## src/rtl/tlbh_pkg.sv

```systemverilog
// tlbh_pkg: shared types and constants of the traffic log bar history block
`default_nettype none

package tlbh_pkg;

    // field widths
    localparam int COUNT_W  = 64;
    localparam int HEIGHT_W = 8;
    localparam int LEN_W    = 7;
    localparam int PROD_W   = HEIGHT_W + COUNT_W;
    localparam int COL_W    = 6;
    localparam int IN_W     = 144;
    localparam int OUT_W    = 32;

    // bit length rules of the bar
    localparam logic [LEN_W-1:0] MIN_LEN    = 7'd8;
    localparam logic [LEN_W-1:0] LEN_OFFSET = 7'd7;
    localparam logic [LEN_W-1:0] CARRY_LEN  = 7'd65;

    // action codes
    localparam logic [1:0] ACT_SAMPLE = 2'd0;
    localparam logic [1:0] ACT_READ   = 2'd1;
    localparam logic [1:0] ACT_CLEAR  = 2'd2;

    // results of the serial delta unit
    typedef struct packed {
        logic [COUNT_W-1:0]  dtx;
        logic [COUNT_W:0]    total;
        logic [HEIGHT_W-1:0] bar;
        logic                rx_gt_tx;
    } delta_res_t;

    // one stored history column
    typedef struct packed {
        logic [HEIGHT_W-1:0] tx;
        logic [HEIGHT_W-1:0] rx;
    } hist_word_t;

    // one result item, total height in the lowest bits
    typedef struct packed {
        logic                first_sample;
        logic [HEIGHT_W-1:0] rx_height;
        logic [HEIGHT_W-1:0] tx_height;
        logic [HEIGHT_W-1:0] total_height;
    } out_item_t;

endpackage

`default_nettype wire

```

## src/rtl/tlbh_hist.sv

```systemverilog
// tlbh_hist: history column memory, one write and one registered read port
`default_nettype none

module tlbh_hist #(
    parameter int AW = 7
) (
    input  wire logic                 clk,
    input  wire logic                 wr_en,
    input  wire logic [AW-1:0]        wr_addr,
    input  wire tlbh_pkg::hist_word_t wr_data,
    input  wire logic [AW-1:0]        rd_addr,
    output tlbh_pkg::hist_word_t      rd_data
);

    localparam int DEPTH = 1 << AW;

    tlbh_pkg::hist_word_t mem [DEPTH];
    tlbh_pkg::hist_word_t rd_data_reg;

    // write port
    always_ff @(posedge clk)
    begin
        if (wr_en)
        begin
            mem[wr_addr] <= wr_data;
        end
    end

    // registered read port
    always_ff @(posedge clk)
    begin
        rd_data_reg <= mem[rd_addr];
    end

    assign rd_data = rd_data_reg;

endmodule

`default_nettype wire
```

## config.mk

```make
export PLATFORM = sky130hd
export DESIGN_NAME = tlbh_hist
export DESIGN_NICKNAME = d
export VERILOG_FILES = /design/src/rtl/tlbh_pkg.sv /design/src/rtl/tlbh_hist.sv
export SDC_FILE = /design/constraint.sdc
export NUM_CORES = 2
export LEC_CHECK = 0
export BUFFER_PORTS_ARGS = -buffer_cell sky130_fd_sc_hd__clkbuf_2
export CAP_MARGIN = 10
export CORE_AREA = 2 2 458 460
export CTS_BUF_LIST = sky130_fd_sc_hd__clkbuf_2 sky130_fd_sc_hd__clkbuf_4 sky130_fd_sc_hd__clkbuf_8
export DETAILED_ROUTE_END_ITERATION = 10
export DIE_AREA = 0 0 460 462
export PLACE_DENSITY_LB_ADDON = 0.25
export SYNTH_ARGS = -nofsm -noshare
export SYNTH_HDL_FRONTEND = slang
export SYNTH_SLANG_ARGS = --single-unit
export TNS_END_PERCENT = 10
```

## constraint.sdc

```tcl
create_clock -name clk -period 5.1 [get_ports clk]
set_input_delay 0.255 -clock clk [delete_from_list [all_inputs] [get_ports clk]]
set_output_delay 0.255 -clock clk [all_outputs]
set_load 0.05 [all_outputs]
```

==> flow_summary.ini <==
[sta]
clock.fmax_mhz = 358.9
relSlewSlack_pct = 22.65
rsz0062_at_grt = no
fin_skew_ns = 0.07494
layout_worst_path_cycle_share_pct = 54.63
postLayoutSetupSlackWorst_ns = 2.314
setup_viol = 0
worstMarginPinSlew_ns = 1.159
period_minus_slack_ns = 2.786
hold_slack_ns = 0.1224
finalHoldViolCount = 0
setup_tns_ns = 0
slew_violations = 0

[yosys]
syn-num-nets = 3118
post-synth-top-area-fraction_pct = 78.32
syn_area_per_cell_um2 = 25.44
yosys.area.top_type = edfxtp_1
postSynthCellCount = 3086
netlist_top_cells_count = edfxtp_1, mux4_2, nor2_1, clkbuf_1, buf_2
synth_most_common_cell = edfxtp_1
post_synth_instance_area_um2 = 78520
synth-seq-cells = 2064
synth-seq-area-share_pct = 78.73
yosys_warnings = 0
async_flop_share_pct = 0
ys_top_cells_by_area = edfxtp_1, mux4_2, nor2_1, dfxtp_1, clkbuf_1
synthFlopType = edfxtp_1
synth_cell_types = 17
synth_edf_count = 2048

[setup_path]
critPathMaxStageDelay_ns = 0.78
worst_r2r_endpoint = rd_data[0]
worstPathArrival_ns = 3.46
end_kind = register
critPathSlowestCell = nor2_2
cpMostUsedCell = buf_4
cp_cell_sequence = dlygate4sd3_1 > clkbuf_2 > nor2b_1 > nand3_1 > buf_4 > nor2_2 > buf_4
start_kind = primary input
worst-path-buf-inv = 4
r2r_cells = 4
cpLargestDelayFamily = buffers and inverters
crit_type = in -> reg
ff2ff_setup_slack_ns = 2.53
worstPathMaxFanout = 19
regToRegStartpoint = mem[29][0]
cp.required_ns = 5.78

[pwr]
switching_share_pct = 21.84
power_frac_comb_pct = 5.3
finalPower_uw = 34640
p_leak_uw = 0.02792
ir_worst_vdd_v = 0.0002397
seqPwrFrac_pct = 54.2
power_density_nw_per_um2 = 383.3
p_sw_uw = 7565
p_int_uw = 27080
clkPwrFrac_pct = 40.4

[detailed_routing]
post_drt_wl_per_cell_um = 30.43
finalWirelength_um = 198100
avgViaCountPerCell = 5.471
drt_iter0_markers = 3607
num_vias = 35620
drtAntennaViolNets = 0
dr.pass1.iters = 5
drc = 0

[run]
cap_violations = 0

[clock_network]
ctsResizeCount = 0
cts-htree-levels = 5
cts_made_buffers = 348
ctsRootBufferMaster = clkbuf_8
cts_tree = built
post_cts_buffers = 0
clockBufferDepth = 4
cts_hold_buf = 24
clk_latency_ns = 1.03
path_clk_slew_ns = 0.06
numClockSinks = 2064

[place]
place.gp.congestion = 0.7724
portBuffers = 47
dpl_worst_slack_ns = 1.360
hpwl_um = 114500

[grt]
grt_overflow = 0
grt_max_degree = 97
grt_pass1_vias = 36770
track_usage_pct = 18.76
grt_pass1_wl_um = 279800
antenna_found_initial = 28

[floorplan]
dieArea_um2 = 212500
ios = 48
die_h_um = 462
die_w_um = 460
initial_core_util_pct = 37.73
coreArea_um2 = 208100
rows = 168

[hold_path]
whs_path_depth = 2
hp-class = in -> reg
hold_start = rd_addr[5]
hold-path-endpoint = rd_data[0]

[layout]
final_util_pct = 43.43
drive_gt1_share_pct = 41.18
area_growth_pct = 15.10
largest_reg_flops = 2048
fin_nets = 3573

[run_status]
status = finished, final reports clean
routing by layer:
metal	up-vias	part of all wire, %	track usage, %	routed length (µm)
met4	4	2.8	6.134	5510
li1	14410	-	-	-
met1	19680	42	25.61	83560
met2	1195	48	29.85	95670
met5	-	0.0096	0	19
met3	325	6.8	4.396	13380
how the worst max path moves through the flow:
stage	from	end	slack, ns	cells after the start
global placement	rd_addr[0]	rd_data[8]	1.36	7
global route	wr_addr[0]	mem[6][3]	2.27	7
detailed placement	rd_addr[0]	rd_data[8]	1.36	7
floorplan	rd_addr[0]	rd_data[0]	2.35	6
finish	wr_addr[0]	mem[6][3]	2.31	7
CTS	wr_addr[0]	mem[6][13]	2.36	7
kinds of logic (layout without fill, tap and decap cells):
| family | after synthesis | count (layout) | share of synthesized area [%] |
|---|---|---|---|
| buf+inv | 164 | 864 | 0.8812 |
| flops | 2064 | 2064 | 78.73 |
| mux | 688 | 688 | 19.50 |
| other cells | 0 | 5 | 0 |
| simple gates | 170 | 170 | 0.8875 |
power by group through the flow:
stage / Sequential (µW) / Clock [µW] / Combinational (µW)
CTS: 18800 / 14400 / 1880
floorplan: 19200 / 0 / 916
finish: 18800 / 14000 / 1840
detailed placement: 19200 / 0 / 1850
global route: 18800 / 15100 / 1940
global placement: 19100 / 0 / 1840
area by class of cell:
cell class	instances	area [µm²]
diodes	5	12.51
clock buffers	477	5889
clock inverters	118	610.6
fillers	17590	117700
multi-input cells	858	16310
flip-flops and latches	2064	61820
well taps	2720	3403
repair buffers	269	2333
through the flow:
step	cell area (µm²)	instances
final	90380	6511
after global routing	90370	6508
after CTS	90340	6505
after detailed placement	83600	5886
after global placement	83600	5886
after floorplan	78520	3086
cell usage in the layout (no fill, tap or decap):
cell type,netlist,final
edfxtp_1,2048,2048
nor2b_1,7,7
nor3_2,0,9
dlygate4sd3_1,0,24
clkinvlp_4,0,3
nand3_1,12,12
mux4_2,672,672
nand2b_1,2,2
nand4_1,3,3
clkbuf_2,0,27
buf_6,1,1
bufinv_16,0,4
or3_1,1,1
clkbuf_8,0,369
nor2_2,0,96
inv_6,0,2
dfxtp_1,16,16
nor2_1,122,24
clkinv_1,0,76
buf_16,0,1
mux2_2,16,16
diode_2,0,5
nor2_4,0,2
buf_12,0,22
buf_4,1,191
clkbuf_4,0,108
clkinv_2,0,33
nand2_1,14,14
buf_8,0,3
Note: power is estimated with default switching activity, not from simulation.
