**src/rtl/tlbh_pkg.sv**
```systemverilog
// tlbh_pkg: shared types and constants of the traffic log bar history block
`default_nettype none

package tlbh_pkg;

    // field widths
    localparam int COUNT_W  = 64;
    localparam int HEIGHT_W = 8;
    localparam int LEN_W    = 7;
    localparam int PROD_W   = HEIGHT_W + COUNT_W;
    localparam int COL_W    = 6;
    localparam int IN_W     = 144;
    localparam int OUT_W    = 32;

    // bit length rules of the bar
    localparam logic [LEN_W-1:0] MIN_LEN    = 7'd8;
    localparam logic [LEN_W-1:0] LEN_OFFSET = 7'd7;
    localparam logic [LEN_W-1:0] CARRY_LEN  = 7'd65;

    // action codes
    localparam logic [1:0] ACT_SAMPLE = 2'd0;
    localparam logic [1:0] ACT_READ   = 2'd1;
    localparam logic [1:0] ACT_CLEAR  = 2'd2;

    // results of the serial delta unit
    typedef struct packed {
        logic [COUNT_W-1:0]  dtx;
        logic [COUNT_W:0]    total;
        logic [HEIGHT_W-1:0] bar;
        logic                rx_gt_tx;
    } delta_res_t;

    // one stored history column
    typedef struct packed {
        logic [HEIGHT_W-1:0] tx;
        logic [HEIGHT_W-1:0] rx;
    } hist_word_t;

    // one result item, total height in the lowest bits
    typedef struct packed {
        logic                first_sample;
        logic [HEIGHT_W-1:0] rx_height;
        logic [HEIGHT_W-1:0] tx_height;
        logic [HEIGHT_W-1:0] total_height;
    } out_item_t;

endpackage

`default_nettype wire

```
**src/rtl/tlbh_share.sv**
```systemverilog
// tlbh_share: transmit share of a bar, shift-add product then restoring division
`default_nettype none

module tlbh_share (
    input  wire logic                          clk,
    input  wire logic                          rst_n,
    input  wire logic                          start,
    input  wire tlbh_pkg::delta_res_t          res,
    output logic                               done,
    output logic [tlbh_pkg::HEIGHT_W-1:0]      tx_share
);

    typedef enum logic [1:0] {SH_IDLE, SH_MUL, SH_DIV} state_t;

    state_t                          state_reg;
    logic [2:0]                      cnt_reg;
    logic                            done_reg;
    logic [tlbh_pkg::HEIGHT_W-1:0]   q_reg;
    logic [tlbh_pkg::HEIGHT_W-1:0]   bar_sh_reg;
    logic [tlbh_pkg::PROD_W-1:0]     num_reg;
    logic [tlbh_pkg::PROD_W-1:0]     den_reg;

    logic [tlbh_pkg::PROD_W:0]       diff;
    logic                            num_ge;
    logic [tlbh_pkg::PROD_W-1:0]     addend;

    // one product step and one quotient trial
    always_comb
    begin
        addend = bar_sh_reg[tlbh_pkg::HEIGHT_W-1] ? tlbh_pkg::PROD_W'(res.dtx) : '0;
        diff   = {1'b0, num_reg} - {1'b0, den_reg};
        num_ge = !diff[tlbh_pkg::PROD_W];
    end

    // control and quotient
    always_ff @(posedge clk or negedge rst_n)
    begin
        if (!rst_n)
        begin
            state_reg <= SH_IDLE;
            cnt_reg   <= '0;
            done_reg  <= 1'b0;
            q_reg     <= '0;
        end
        else
        begin
            done_reg <= 1'b0;
            unique case (state_reg)
                SH_IDLE:
                begin
                    if (start)
                    begin
                        cnt_reg <= '0;
                        if (res.bar == '0 || res.total == '0)
                        begin
                            q_reg    <= '0;
                            done_reg <= 1'b1;
                        end
                        else if (res.bar == 8'd1)
                        begin
                            // single cell goes to the larger direction, tie to transmit
                            q_reg    <= res.rx_gt_tx ? 8'd0 : 8'd1;
                            done_reg <= 1'b1;
                        end
                        else
                        begin
                            q_reg     <= '0;
                            state_reg <= SH_MUL;
                        end
                    end
                end
                SH_MUL:
                begin
                    cnt_reg <= cnt_reg + 3'd1;
                    if (cnt_reg == 3'd7)
                    begin
                        state_reg <= SH_DIV;
                    end
                end
                SH_DIV:
                begin
                    cnt_reg <= cnt_reg + 3'd1;
                    q_reg   <= {q_reg[tlbh_pkg::HEIGHT_W-2:0], num_ge};
                    if (cnt_reg == 3'd7)
                    begin
                        done_reg  <= 1'b1;
                        state_reg <= SH_IDLE;
                    end
                end
                default:
                begin
                    state_reg <= SH_IDLE;
                end
            endcase
        end
    end

    // product and divisor registers
    always_ff @(posedge clk)
    begin
        if (state_reg == SH_IDLE && start)
        begin
            num_reg    <= '0;
            bar_sh_reg <= res.bar;
            den_reg    <= tlbh_pkg::PROD_W'(res.total) << (tlbh_pkg::HEIGHT_W - 1);
        end
        else if (state_reg == SH_MUL)
        begin
            num_reg    <= (num_reg << 1) + addend;
            bar_sh_reg <= bar_sh_reg << 1;
        end
        else if (state_reg == SH_DIV)
        begin
            if (num_ge)
            begin
                num_reg <= diff[tlbh_pkg::PROD_W-1:0];
            end
            den_reg <= den_reg >> 1;
        end
    end

    assign done     = done_reg;
    assign tx_share = q_reg;

endmodule

`default_nettype wire

```
**config.mk**
```make
export PLATFORM = sky130hd
export DESIGN_NAME = tlbh_share
export DESIGN_NICKNAME = d
export VERILOG_FILES = /design/src/rtl/tlbh_pkg.sv /design/src/rtl/tlbh_share.sv
export SDC_FILE = /design/constraint.sdc
export NUM_CORES = 1
export LEC_CHECK = 0
export BUFFER_PORTS_ARGS = -buffer_cell sky130_fd_sc_hd__clkbuf_2
export CORE_MARGIN = 8
export CORE_UTILIZATION = 35
export DETAILED_ROUTE_END_ITERATION = 8
export PLACE_DENSITY = 0.59
export SYNTH_ARGS = -nofsm -noshare
export SYNTH_HDL_FRONTEND = slang
export SYNTH_SLANG_ARGS = --single-unit
export TNS_END_PERCENT = 50
```
**constraint.sdc**
```tcl
create_clock -name clk -period 5.1 [get_ports clk]
set_clock_uncertainty 0.2 [all_clocks]
set_input_delay 1.02 -clock clk [delete_from_list [all_inputs] [get_ports clk]]
set_output_delay 1.02 -clock clk [all_outputs]
set_load 0.1 [all_outputs]
```
==> metrics.txt <==
post-route worst setup slack=498 ps; port bufs=149; Clk Tree Root Cell=clkbuf_16; synth-to-layout area growth=11.0%; Final Cycle Share=90.2%; average size of a mapped cell=7.79 um^2; All-Layer GR Usage=21.4%; static leakage=7.89 nW; share of cells above drive strength 1=11.6%; number of hold violations in the final report=0; CP cell instances=buf_4 > and2_1 > ha_1 > a21o_1 > a211oi_1 > o211ai_1 > a221o_1 > a41oi_1 > a21boi_1 > buf_4 > o311ai_1 > xor2_1 > nand2_1 > a41o_1; post-DR vias/cell=slightly below 6; highest net fanout along the worst path=31; Core Area=46,500 um^2; antenna cells=0; required time reported for the critical path endpoint=5270 ps; DIE WIDTH=233 um; post-DP HPWL=47,600 um; Die Outline Area=54,200 um^2; Fillers=4,769; placement-stage worst setup slack=420 ps; Post-synth top flop=dfxtp_1; CTS Hold Bufs=0; Die Span Y=233 um; grt peak-use layer=met2; sum of buffers and inverters on the critical path=2; Fin Setup TNS=0 ps; post-CTS setup buffer count=0; remaining global-route overflow=0; peak clock frequency supported by timing=0.217 GHz; cell count after synthesis=2,110; CP Launch Type=register; count of flip-flops with a built-in enable after synthesis=73; initial core utilization=about 35%; endpoint arrival time on the critical path=4770 ps; number of design-rule violations left by the first detailed-router iteration=1,470; Syn Nets=2,393; result of the run=completed; setup violators final=0; Synth async-reset ratio=8.43%; GP Congestion=approximately 0.95; GRT met1 Usage=28.0%; slew at the pin closest to its max-slew limit=906 ps; final period demand of the worst path=4600 ps; wire length per cell=~21 um; delay-heaviest family, CP=compound AO/OA/AOI/OAI gates; final routed DRC violation total=0; total number of nets in the final design=2,458; Worst path most repeated cell=buf_4; met2 usage=35.9%; maximum clock path buffer count=2; power density over the cells=677 nW/um^2; final standard cell utilization of the core=39.3%; number of sinks on the clock net=166; yosys synthesis warning count=0; slowest cell delay on critical path=between 800 and 900 ps; CTS H-Tree Depth=4; vias in the first global route=16,029; DR pass1 iterations=6; HP Class=in -> async; startpoint-to-endpoint class of the critical path=reg -> reg; count of cells resized by post-cts repair=0; Cell Area, Synth=16,400 um^2; TritonCTS clock tree=done; Detail Route Antenna Nets=0; CTS clk-pin slew, worst paths=80 ps; largest net degree at the start of global routing=around 110; maxcap violations=0; initial antenna violation count=0; unrepaired setup endpoints after global routing=no; highest ir drop seen on vdd=0.263 mV; total vias in the final route=16,466; met3 demand-to-capacity share in global routing=3.65%; I/O pin count=150; number of CTS-inserted buffers=17; synthesis-stage register bit count=166; portion of the post-synthesis area used by sequential elements=25.1%; library cell contributing the largest single delay on the critical path=edfxtp_1; count of cell types in the netlist=95; wirelength, routed=59,400 um; # rows=slightly below 80; Relative slew margins=between 30% and 40%; clock network latency to the later pin of the worst-skew pair=470 ps; Slew Viols, Final=0; Crit. End Element=register; first-pass GRT wire length=92,000 um
worst reg2reg max path: cells and delay by family (launching register included):
family                   cells  cell delay (ps)
flip-flops                   1              840
buffers and inverters        2              610
XOR/XNOR                     1              190
AO/OA/AOI/OAI                8             2150
AND/OR/NAND/NOR              2              260
adder cells (fa/ha/maj)      1              290
Yosys cell counts (all sizes together), types with 6 or more instances:
cell / instances / area (um^2)
a21oi: 214 / 1080
nand2: 193 / 727
nor2: 172 / 648
o21ai: 157 / 797
ha: 140 / 1750
inv: 108 / 405
clkbuf: 91 / 343
and2: 79 / 494
dfxtp: 79 / 1580
xnor2: 78 / 683
edfxtp: 73 / 2190
a21o: 72 / 541
a22o: 71 / 622
nand4: 59 / 369
xor2: 44 / 385
nand3: 37 / 185
buf: 35 / 179
nor3: 35 / 180
a211oi: 31 / 295
a31oi: 29 / 196
nor4: 26 / 163
o21a: 24 / 180
o211ai: 23 / 173
and3: 22 / 138
o21bai: 22 / 165
mux2i: 17 / 170
dfrtp: 14 / 350
nand2b: 13 / 81.3
nor2b: 12 / 75.1
a21boi: 10 / 75.1
and4: 10 / 87.6
or3: 10 / 62.6
a221oi: 8 / 95.1
o31ai: 8 / 65.1
a221o: 7 / 70.1
a311oi: 7 / 78.8
a41oi: 6 / 52.6
nand3b: 6 / 45.0
o2111ai: 6 / 52.6
or2: 6 / 37.5
where the power goes:
group / total (mW) / internal, mW / switching [mW]
clock: 1.34 / 0.670 / 0.671
sequential: 2.37 / 1.90 / 0.477
combinational: 8.64 / 3.19 / 5.45
cell families after synthesis:
kind of cell | after synthesis | synth area share, %
DFF | 166 | 25.1
adders and majority gates | 142 | 10.9
buffers and inverters | 234 | 5.64
and+or+nand+nor | 689 | 20.5
muxes | 18 | 1.10
xor gates and xnor gates | 122 | 6.50
AOI/OAI and AO/OA | 739 | 30.3
per-stage QoR:
stage	instances	hold slack (ps)	total power, mW	cell area [um^2]
CTS	2795	230	12.2	18200
global route	2795	268	13.3	18200
floorplan	2110	254	8.62	16400
global placement	2763	275	10.8	17700
finish	2795	245	12.4	18200
detailed placement	2763	292	10.9	17700
worst paths after layout:
| kind | startpoint | end | slack, ps | cells past startpoint |
|---|---|---|---|---|
| min | rst_n | tx_share[3] | 240 | 1 |
| max reg2reg | bar_sh_reg[7] | num_reg[65] | 500 | 14 |
| min in group clk | num_reg[71] | num_reg[71] | 300 | 2 |
| min reg2reg | num_reg[71] | num_reg[71] | 300 | 2 |
| max | bar_sh_reg[7] | num_reg[65] | 500 | 14 |
| max in group asynchronous | rst_n | state_reg[0] | 4210 | 1 |
final cells by class:
class	count	area, um^2	share of cell area, %
Clock inverter	14	158	0.864
Inverter	108	405	2.22
Tap cell	607	759	4.16
Clock buffer	18	439	2.41
Multi-Input combinational cell	1710	11400	62.6
Sequential cell	166	4120	22.6
Timing Repair Buffer	172	943	5.17
cell usage in the layout (no fill, tap or decap), types with 28 or more instances in the layout:
master | netlist | layout
a21oi_1 | 211 | 211
nand2_1 | 192 | 192
nor2_1 | 171 | 170
clkbuf_2 | 1 | 149
o21ai_0 | 143 | 143
ha_1 | 140 | 139
inv_1 | 107 | 107
dfxtp_1 | 79 | 79
xnor2_1 | 78 | 78
and2_1 | 78 | 77
edfxtp_1 | 73 | 73
a21o_1 | 72 | 72
a22o_1 | 71 | 71
nand4_1 | 59 | 59
xor2_1 | 44 | 44
nand3_1 | 37 | 37
nor3_1 | 34 | 34
a31oi_1 | 28 | 28
layer usage:
| metal | routed length, um | share of wire, % |
|---|---|---|
| met1 | 26500 | 45 |
| met2 | 27700 | 47 |
| met3 | 3700 | 6.2 |
| met4 | 1480 | 2.5 |
| met5 | 0 | 0 |
No activity file was read; power rests on OpenSTA's default activity.
