===== config.mk =====
export PLATFORM = sky130hd
export DESIGN_NAME = tlbh_delta
export DESIGN_NICKNAME = d
export VERILOG_FILES = /design/src/rtl/tlbh_pkg.sv /design/src/rtl/tlbh_delta.sv
export SDC_FILE = /design/constraint.sdc
export NUM_CORES = 1
export LEC_CHECK = 0
export BUFFER_PORTS_ARGS = -buffer_cell sky130_fd_sc_hd__buf_4
export CAP_MARGIN = 20
export CORE_MARGIN = 3
export CORE_UTILIZATION = 55
export CTS_BUF_LIST = sky130_fd_sc_hd__clkbuf_4 sky130_fd_sc_hd__clkbuf_8
export DETAILED_ROUTE_END_ITERATION = 8
export PLACE_DENSITY = 0.86
export SKIP_LAST_GASP = 1
export SYNTH_ARGS = -nofsm -noshare
export SYNTH_HDL_FRONTEND = slang
export SYNTH_SLANG_ARGS = --single-unit

===== constraint.sdc =====
create_clock -name clk -period 9.55 [get_ports clk]
set_clock_uncertainty 0.05 [all_clocks]
set_input_delay 1.91 -clock clk [delete_from_list [all_inputs] [get_ports clk]]
set_output_delay 1.91 -clock clk [all_outputs]
set_load 0.02 [all_outputs]

===== src/rtl/tlbh_pkg.sv =====
// tlbh_pkg: shared types and constants of the traffic log bar history block
`default_nettype none

package tlbh_pkg;

    // field widths
    localparam int COUNT_W  = 64;
    localparam int HEIGHT_W = 8;
    localparam int LEN_W    = 7;
    localparam int PROD_W   = HEIGHT_W + COUNT_W;
    localparam int COL_W    = 6;
    localparam int IN_W     = 144;
    localparam int OUT_W    = 32;

    // bit length rules of the bar
    localparam logic [LEN_W-1:0] MIN_LEN    = 7'd8;
    localparam logic [LEN_W-1:0] LEN_OFFSET = 7'd7;
    localparam logic [LEN_W-1:0] CARRY_LEN  = 7'd65;

    // action codes
    localparam logic [1:0] ACT_SAMPLE = 2'd0;
    localparam logic [1:0] ACT_READ   = 2'd1;
    localparam logic [1:0] ACT_CLEAR  = 2'd2;

    // results of the serial delta unit
    typedef struct packed {
        logic [COUNT_W-1:0]  dtx;
        logic [COUNT_W:0]    total;
        logic [HEIGHT_W-1:0] bar;
        logic                rx_gt_tx;
    } delta_res_t;

    // one stored history column
    typedef struct packed {
        logic [HEIGHT_W-1:0] tx;
        logic [HEIGHT_W-1:0] rx;
    } hist_word_t;

    // one result item, total height in the lowest bits
    typedef struct packed {
        logic                first_sample;
        logic [HEIGHT_W-1:0] rx_height;
        logic [HEIGHT_W-1:0] tx_height;
        logic [HEIGHT_W-1:0] total_height;
    } out_item_t;

endpackage

`default_nettype wire


===== src/rtl/tlbh_delta.sv =====
// tlbh_delta: bit-serial counter deltas, delta sum, bit length and bar height
`default_nettype none

module tlbh_delta (
    input  wire logic                               clk,
    input  wire logic                               rst_n,
    input  wire logic                               start,
    input  wire logic                               first,
    input  wire logic [tlbh_pkg::COUNT_W-1:0]       rx_new,
    input  wire logic [tlbh_pkg::COUNT_W-1:0]       tx_new,
    input  wire logic [tlbh_pkg::COUNT_W-1:0]       rx_old,
    input  wire logic [tlbh_pkg::COUNT_W-1:0]       tx_old,
    input  wire logic [tlbh_pkg::HEIGHT_W-1:0]      max_height,
    output logic                                    done,
    output tlbh_pkg::delta_res_t                    res
);

    logic [tlbh_pkg::COUNT_W-1:0] a_rx_reg;
    logic [tlbh_pkg::COUNT_W-1:0] b_rx_reg;
    logic [tlbh_pkg::COUNT_W-1:0] a_tx_reg;
    logic [tlbh_pkg::COUNT_W-1:0] b_tx_reg;
    logic [tlbh_pkg::COUNT_W-1:0] dtx_reg;
    logic [tlbh_pkg::COUNT_W-1:0] sum_reg;
    logic                         brx_reg;
    logic                         btx_reg;
    logic                         carry_reg;
    logic                         gt_reg;
    logic [tlbh_pkg::LEN_W-1:0]   len_reg;
    logic [5:0]                   cnt_reg;
    logic                         busy_reg;
    logic                         done_reg;

    logic drx_bit;
    logic dtx_bit;
    logic brx_next;
    logic btx_next;
    logic sum_bit;
    logic carry_next;
    logic gt_next;
    logic [tlbh_pkg::LEN_W-1:0]    len_full;
    logic [tlbh_pkg::LEN_W-1:0]    len_excess;
    logic [tlbh_pkg::HEIGHT_W-1:0] bar;

    // one bit of each subtraction, the sum and the compare per cycle
    always_comb
    begin
        drx_bit    = a_rx_reg[0] ^ b_rx_reg[0] ^ brx_reg;
        brx_next   = (~a_rx_reg[0] & b_rx_reg[0]) | (~(a_rx_reg[0] ^ b_rx_reg[0]) & brx_reg);
        dtx_bit    = a_tx_reg[0] ^ b_tx_reg[0] ^ btx_reg;
        btx_next   = (~a_tx_reg[0] & b_tx_reg[0]) | (~(a_tx_reg[0] ^ b_tx_reg[0]) & btx_reg);
        sum_bit    = drx_bit ^ dtx_bit ^ carry_reg;
        carry_next = (drx_bit & dtx_bit) | (carry_reg & (drx_bit ^ dtx_bit));
        gt_next    = (drx_bit & ~dtx_bit) | (~(drx_bit ^ dtx_bit) & gt_reg);
    end

    // bar height from the bit length of the sum
    always_comb
    begin
        len_full   = carry_reg ? tlbh_pkg::CARRY_LEN : len_reg;
        len_excess = len_full - tlbh_pkg::LEN_OFFSET;
        if (len_full == '0)
        begin
            bar = '0;
        end
        else if (len_full < tlbh_pkg::MIN_LEN)
        begin
            bar = 8'd1;
        end
        else if ({1'b0, len_excess} >= max_height)
        begin
            bar = max_height;
        end
        else
        begin
            bar = {1'b0, len_excess};
        end
    end

    // sequencing of the 64 bit steps
    always_ff @(posedge clk or negedge rst_n)
    begin
        if (!rst_n)
        begin
            busy_reg <= 1'b0;
            done_reg <= 1'b0;
            cnt_reg  <= '0;
        end
        else
        begin
            done_reg <= 1'b0;
            if (start)
            begin
                busy_reg <= 1'b1;
                cnt_reg  <= '0;
            end
            else if (busy_reg)
            begin
                cnt_reg <= cnt_reg + 6'd1;
                if (cnt_reg == 6'd63)
                begin
                    busy_reg <= 1'b0;
                    done_reg <= 1'b1;
                end
            end
        end
    end

    // operand and result shift registers
    always_ff @(posedge clk)
    begin
        if (start)
        begin
            a_rx_reg  <= first ? '0 : rx_new;
            b_rx_reg  <= first ? '0 : rx_old;
            a_tx_reg  <= first ? '0 : tx_new;
            b_tx_reg  <= first ? '0 : tx_old;
            brx_reg   <= 1'b0;
            btx_reg   <= 1'b0;
            carry_reg <= 1'b0;
            gt_reg    <= 1'b0;
            len_reg   <= '0;
        end
        else if (busy_reg)
        begin
            a_rx_reg  <= a_rx_reg >> 1;
            b_rx_reg  <= b_rx_reg >> 1;
            a_tx_reg  <= a_tx_reg >> 1;
            b_tx_reg  <= b_tx_reg >> 1;
            brx_reg   <= brx_next;
            btx_reg   <= btx_next;
            carry_reg <= carry_next;
            gt_reg    <= gt_next;
            dtx_reg   <= {dtx_bit, dtx_reg[tlbh_pkg::COUNT_W-1:1]};
            sum_reg   <= {sum_bit, sum_reg[tlbh_pkg::COUNT_W-1:1]};
            if (sum_bit)
            begin
                len_reg <= 7'(cnt_reg) + 7'd1;
            end
        end
    end

    assign done         = done_reg;
    assign res.dtx      = dtx_reg;
    assign res.total    = {carry_reg, sum_reg};
    assign res.bar      = bar;
    assign res.rx_gt_tx = gt_reg;

endmodule

`default_nettype wire


==> reports/metrics.csv <==
stage;metric;value;unit
status;status;complete, no violations;
yosys;Top FF cell, synth;sky130_fd_sc_hd__edfxtp_1;
die;effective utilization at floorplan;56.4;%
global_route;global route total overflow;0;
worst_setup_path;Critical Path Start Type;input port;
timing;number of failing setup endpoints in the final timing report;0;
clock_tree;CTS max path bufs;3;
worst_setup_path;kind of capture point of the worst setup path;output port;
worst_setup_path;Data required, critical path;7.59;ns
finish;final net count;2062;
placement;number of input and output port buffers inserted;405;
routing;vias per std cell;5.20;
die;num rows;62;
finish;commonest non-fill, non-tap cell in the layout;sky130_fd_sc_hd__buf_4;
yosys;synthesized cell area;0.0164;sq mm
yosys;sequential-to-total area share from yosys stat;73.0;%
clock_tree;total clock buffers created by CTS;66;
clock_tree;clock insertion delay at the later pin of the skew report;0.56;ns
pwr;internal power;3190;uW
placement;placed wire-length estimate after detailed placement;27.1;mm
yosys;EDFF count, synth;384;
worst_setup_path;end of the critical path;res[6];
timing;minimum clock period;5.58;ns
timing;actual slew at the worst max-slew pin;1.31;ns
worst_setup_path;path type of the worst setup path;input port to output port;
timing;final clock period utilization by the worst path;58.5;%
die;number of I/O pins;407;
run;number of maximum-capacitance violations;0;
timing;total negative setup slack;0;ns
routing;antenna-violating nets left;0;
routing;Detailed Route Iter0 Violations;1085;
worst_setup_path;CP arrival;3.62;ns
timing;headroom to the max-slew limit;12.3;%
pwr;leakage;0.00884;uW
routing;DR pass1 iterations;6;
global_route;first-pass GRT wire length;60.9;mm
yosys;average size of a mapped cell;12.0;sq um
yosys;Synth Instances;1362;
pwr;part of the total power dissipated in the clock network;35.3;%
clock_tree;TritonCTS clock tree;built;
global_route;number of global-route vias before repair;11491;
placement;Placer Congestion;0.881;
yosys;total of flip-flops plus latches after synthesis;403;
pwr;net switching share of the total power;25.4;%
pwr;switching power summed over all nets;1080;uW
finish;most frequent cells in the layout;412 x sky130_fd_sc_hd__buf_4, 384 x sky130_fd_sc_hd__edfxtp_1, 269 x sky130_fd_sc_hd__inv_1;
yosys;Synth warnings;0;
yosys;Net Count, Synth;1645;
finish;share of cells above drive strength 1;29.0;%
finish;signed area change from the synthesized netlist to the final layout;28.3;%
yosys;Cell variety after synth;43;
worst_setup_path;Crit Path Max Fanout;5;
pwr;VDD IR max;0.119;mV
finish;fillcell total;1828;
hold_path;Min-Delay Path Class;flop to flop;
clock_tree;maximum level of the CTS H-tree;3;
timing;fmax;179;MHz
pwr;share of power burned in registers;50.0;%
routing;DRC;0;
pwr;PwrDens;203;mW/mm^2
timing;setup repair after global routing missed its margin;no;
clock_tree;CTS Hold Bufs;0;
worst_setup_path;number of cell instances on the worst register-to-register path;3;
timing;final-report hold violation count;0;
routing;routed length per placed instance;18.4;microns
global_route;Tot GR Track Use;24.8;%
die;floorplan die width;178;microns
die;area inside the core boundary;0.0290;sq mm
clock_tree;register clock-pin slew on the reported worst setup and hold paths;0.07;ns
clock_tree;CTS-repair resized insts;0;
worst_setup_path;worst flop-to-flop path startpoint;busy_reg;
clock_tree;clk root buf;sky130_fd_sc_hd__clkbuf_8;
timing;max-slew violations;0;
routing;total wire length after detailed routing;40.7;mm
pwr;portion of total power attributed to combinational logic;14.7;%
die;area of the die;0.0319;sq mm
timing;final hold slack;0.375;ns
clock_tree;number of clock sinks;403;
die;height of the die;178;microns
global_route;largest net degree at the start of global routing;256;
yosys;proportion of register bits with asynchronous set or reset after synthesis;1.99;%
worst_setup_path;source of the critical timing path;max_height[1];
clock_tree;number of buffers inserted by post-CTS setup repair;0;
global_route;initial antenna violation count;3;
routing;Via Count;11512;
worst_setup_path;r2r endpoint;a_rx_reg[38];
worst_setup_path;Register-to-Register Setup Slack;6.09;ns
-- cells by family (layout without fill, tap and decap cells) --
| family | Yosys count | count (layout) | synth area share, % |
|---|---|---|---|
| flip-flops | 403 | 403 | 73.0 |
| buffers and inverters | 334 | 799 | 8.00 |
| AND/OR/NAND/NOR | 310 | 310 | 7.62 |
| AO/OA/AOI/OAI | 281 | 281 | 9.05 |
| adder cells (fa/ha/maj) | 15 | 15 | 1.28 |
| XOR/XNOR | 14 | 14 | 0.749 |
| multiplexers | 4 | 4 | 0.245 |
| other | 1 | 3 | 0.0229 |
-- power by group through the flow --
stage | registers (uW) | clock network (uW) | logic [uW]
3_3_place_gp | 2160 | 0 | 597
4_1_cts | 2140 | 1540 | 627
2_1_floorplan | 2190 | 0 | 348
3_5_place_dp | 2170 | 0 | 621
5_1_grt | 2150 | 1610 | 687
6_report | 2140 | 1510 | 628
-- worst min-delay path by stage --
stage                      from          end  slack [ns]  cells after the start
floorplan               brx_reg      brx_reg        0.41                      2
global placement    sum_reg[36]  sum_reg[35]        0.38                      0
detailed placement  dtx_reg[59]  dtx_reg[58]        0.38                      0
CTS                 sum_reg[45]  sum_reg[44]        0.39                      0
global route        sum_reg[34]  sum_reg[33]        0.40                      0
finish              dtx_reg[59]  dtx_reg[58]        0.37                      0
-- stage by stage --
stage / instance area [sq um] / total power, uW / setup slack (ns) / util (%) / instances
floorplan: 16400 / 2540 / 1.14 / - / 1362
detailed placement: 19700 / 2790 / 4.00 / 67.9 / 2095
finish: 21000 / 4270 / 3.97 / 72.4 / 2213
CTS: 21000 / 4300 / 3.99 / 72.4 / 2211
global route: 21000 / 4440 / 3.84 / 72.4 / 2213
global placement: 19700 / 2760 / 4.06 / 67.9 / 2095
-- Yosys cell counts (all sizes together), types with 8 or more instances --
cell type / instances / share of area [%]
o21ai: 256 / 7.8
ha: 12 / 0.92
dfxtp: 11 / 1.3
nor2: 20 / 0.46
a211oi: 9 / 0.41
buf: 35 / 1.1
clkbuf: 30 / 0.69
inv: 269 / 6.2
dfrtp: 8 / 1.2
nand2: 264 / 6.1
edfxtp: 384 / 70
xnor2: 10 / 0.54
-- final cells by class --
class / instances / area (sq um) / share of cell area [%]
Clock buffer: 90 / 1090 / 5.21
Antenna cell: 2 / 5.00 / 0.0238
Multi-Input combinational cell: 625 / 3120 / 14.9
Tap cell: 384 / 480 / 2.29
Inverter: 269 / 1010 / 4.81
Timing Repair Buffer: 414 / 3130 / 14.9
Clock inverter: 26 / 213 / 1.01
Sequential cell: 403 / 12000 / 56.9
-- critical path, stage by stage --
cell	delay, ns
sky130_fd_sc_hd__buf_4	0.09
sky130_fd_sc_hd__inv_1	0.03
sky130_fd_sc_hd__ha_1	0.29
sky130_fd_sc_hd__nor2b_1	0.13
sky130_fd_sc_hd__o211a_1	0.23
sky130_fd_sc_hd__o31ai_2	0.29
sky130_fd_sc_hd__nand2_1	0.21
sky130_fd_sc_hd__o211a_1	0.27
sky130_fd_sc_hd__buf_4	0.16
-- layer usage --
layer | wire length [microns] | global-route usage [%]
met1 | 14300 | 28.9
met4 | 2450 | 14.6
met2 | 19400 | 40.1
met5 | 17 | 0
met3 | 4480 | 8.43
Power figures use the tool's default switching activity.
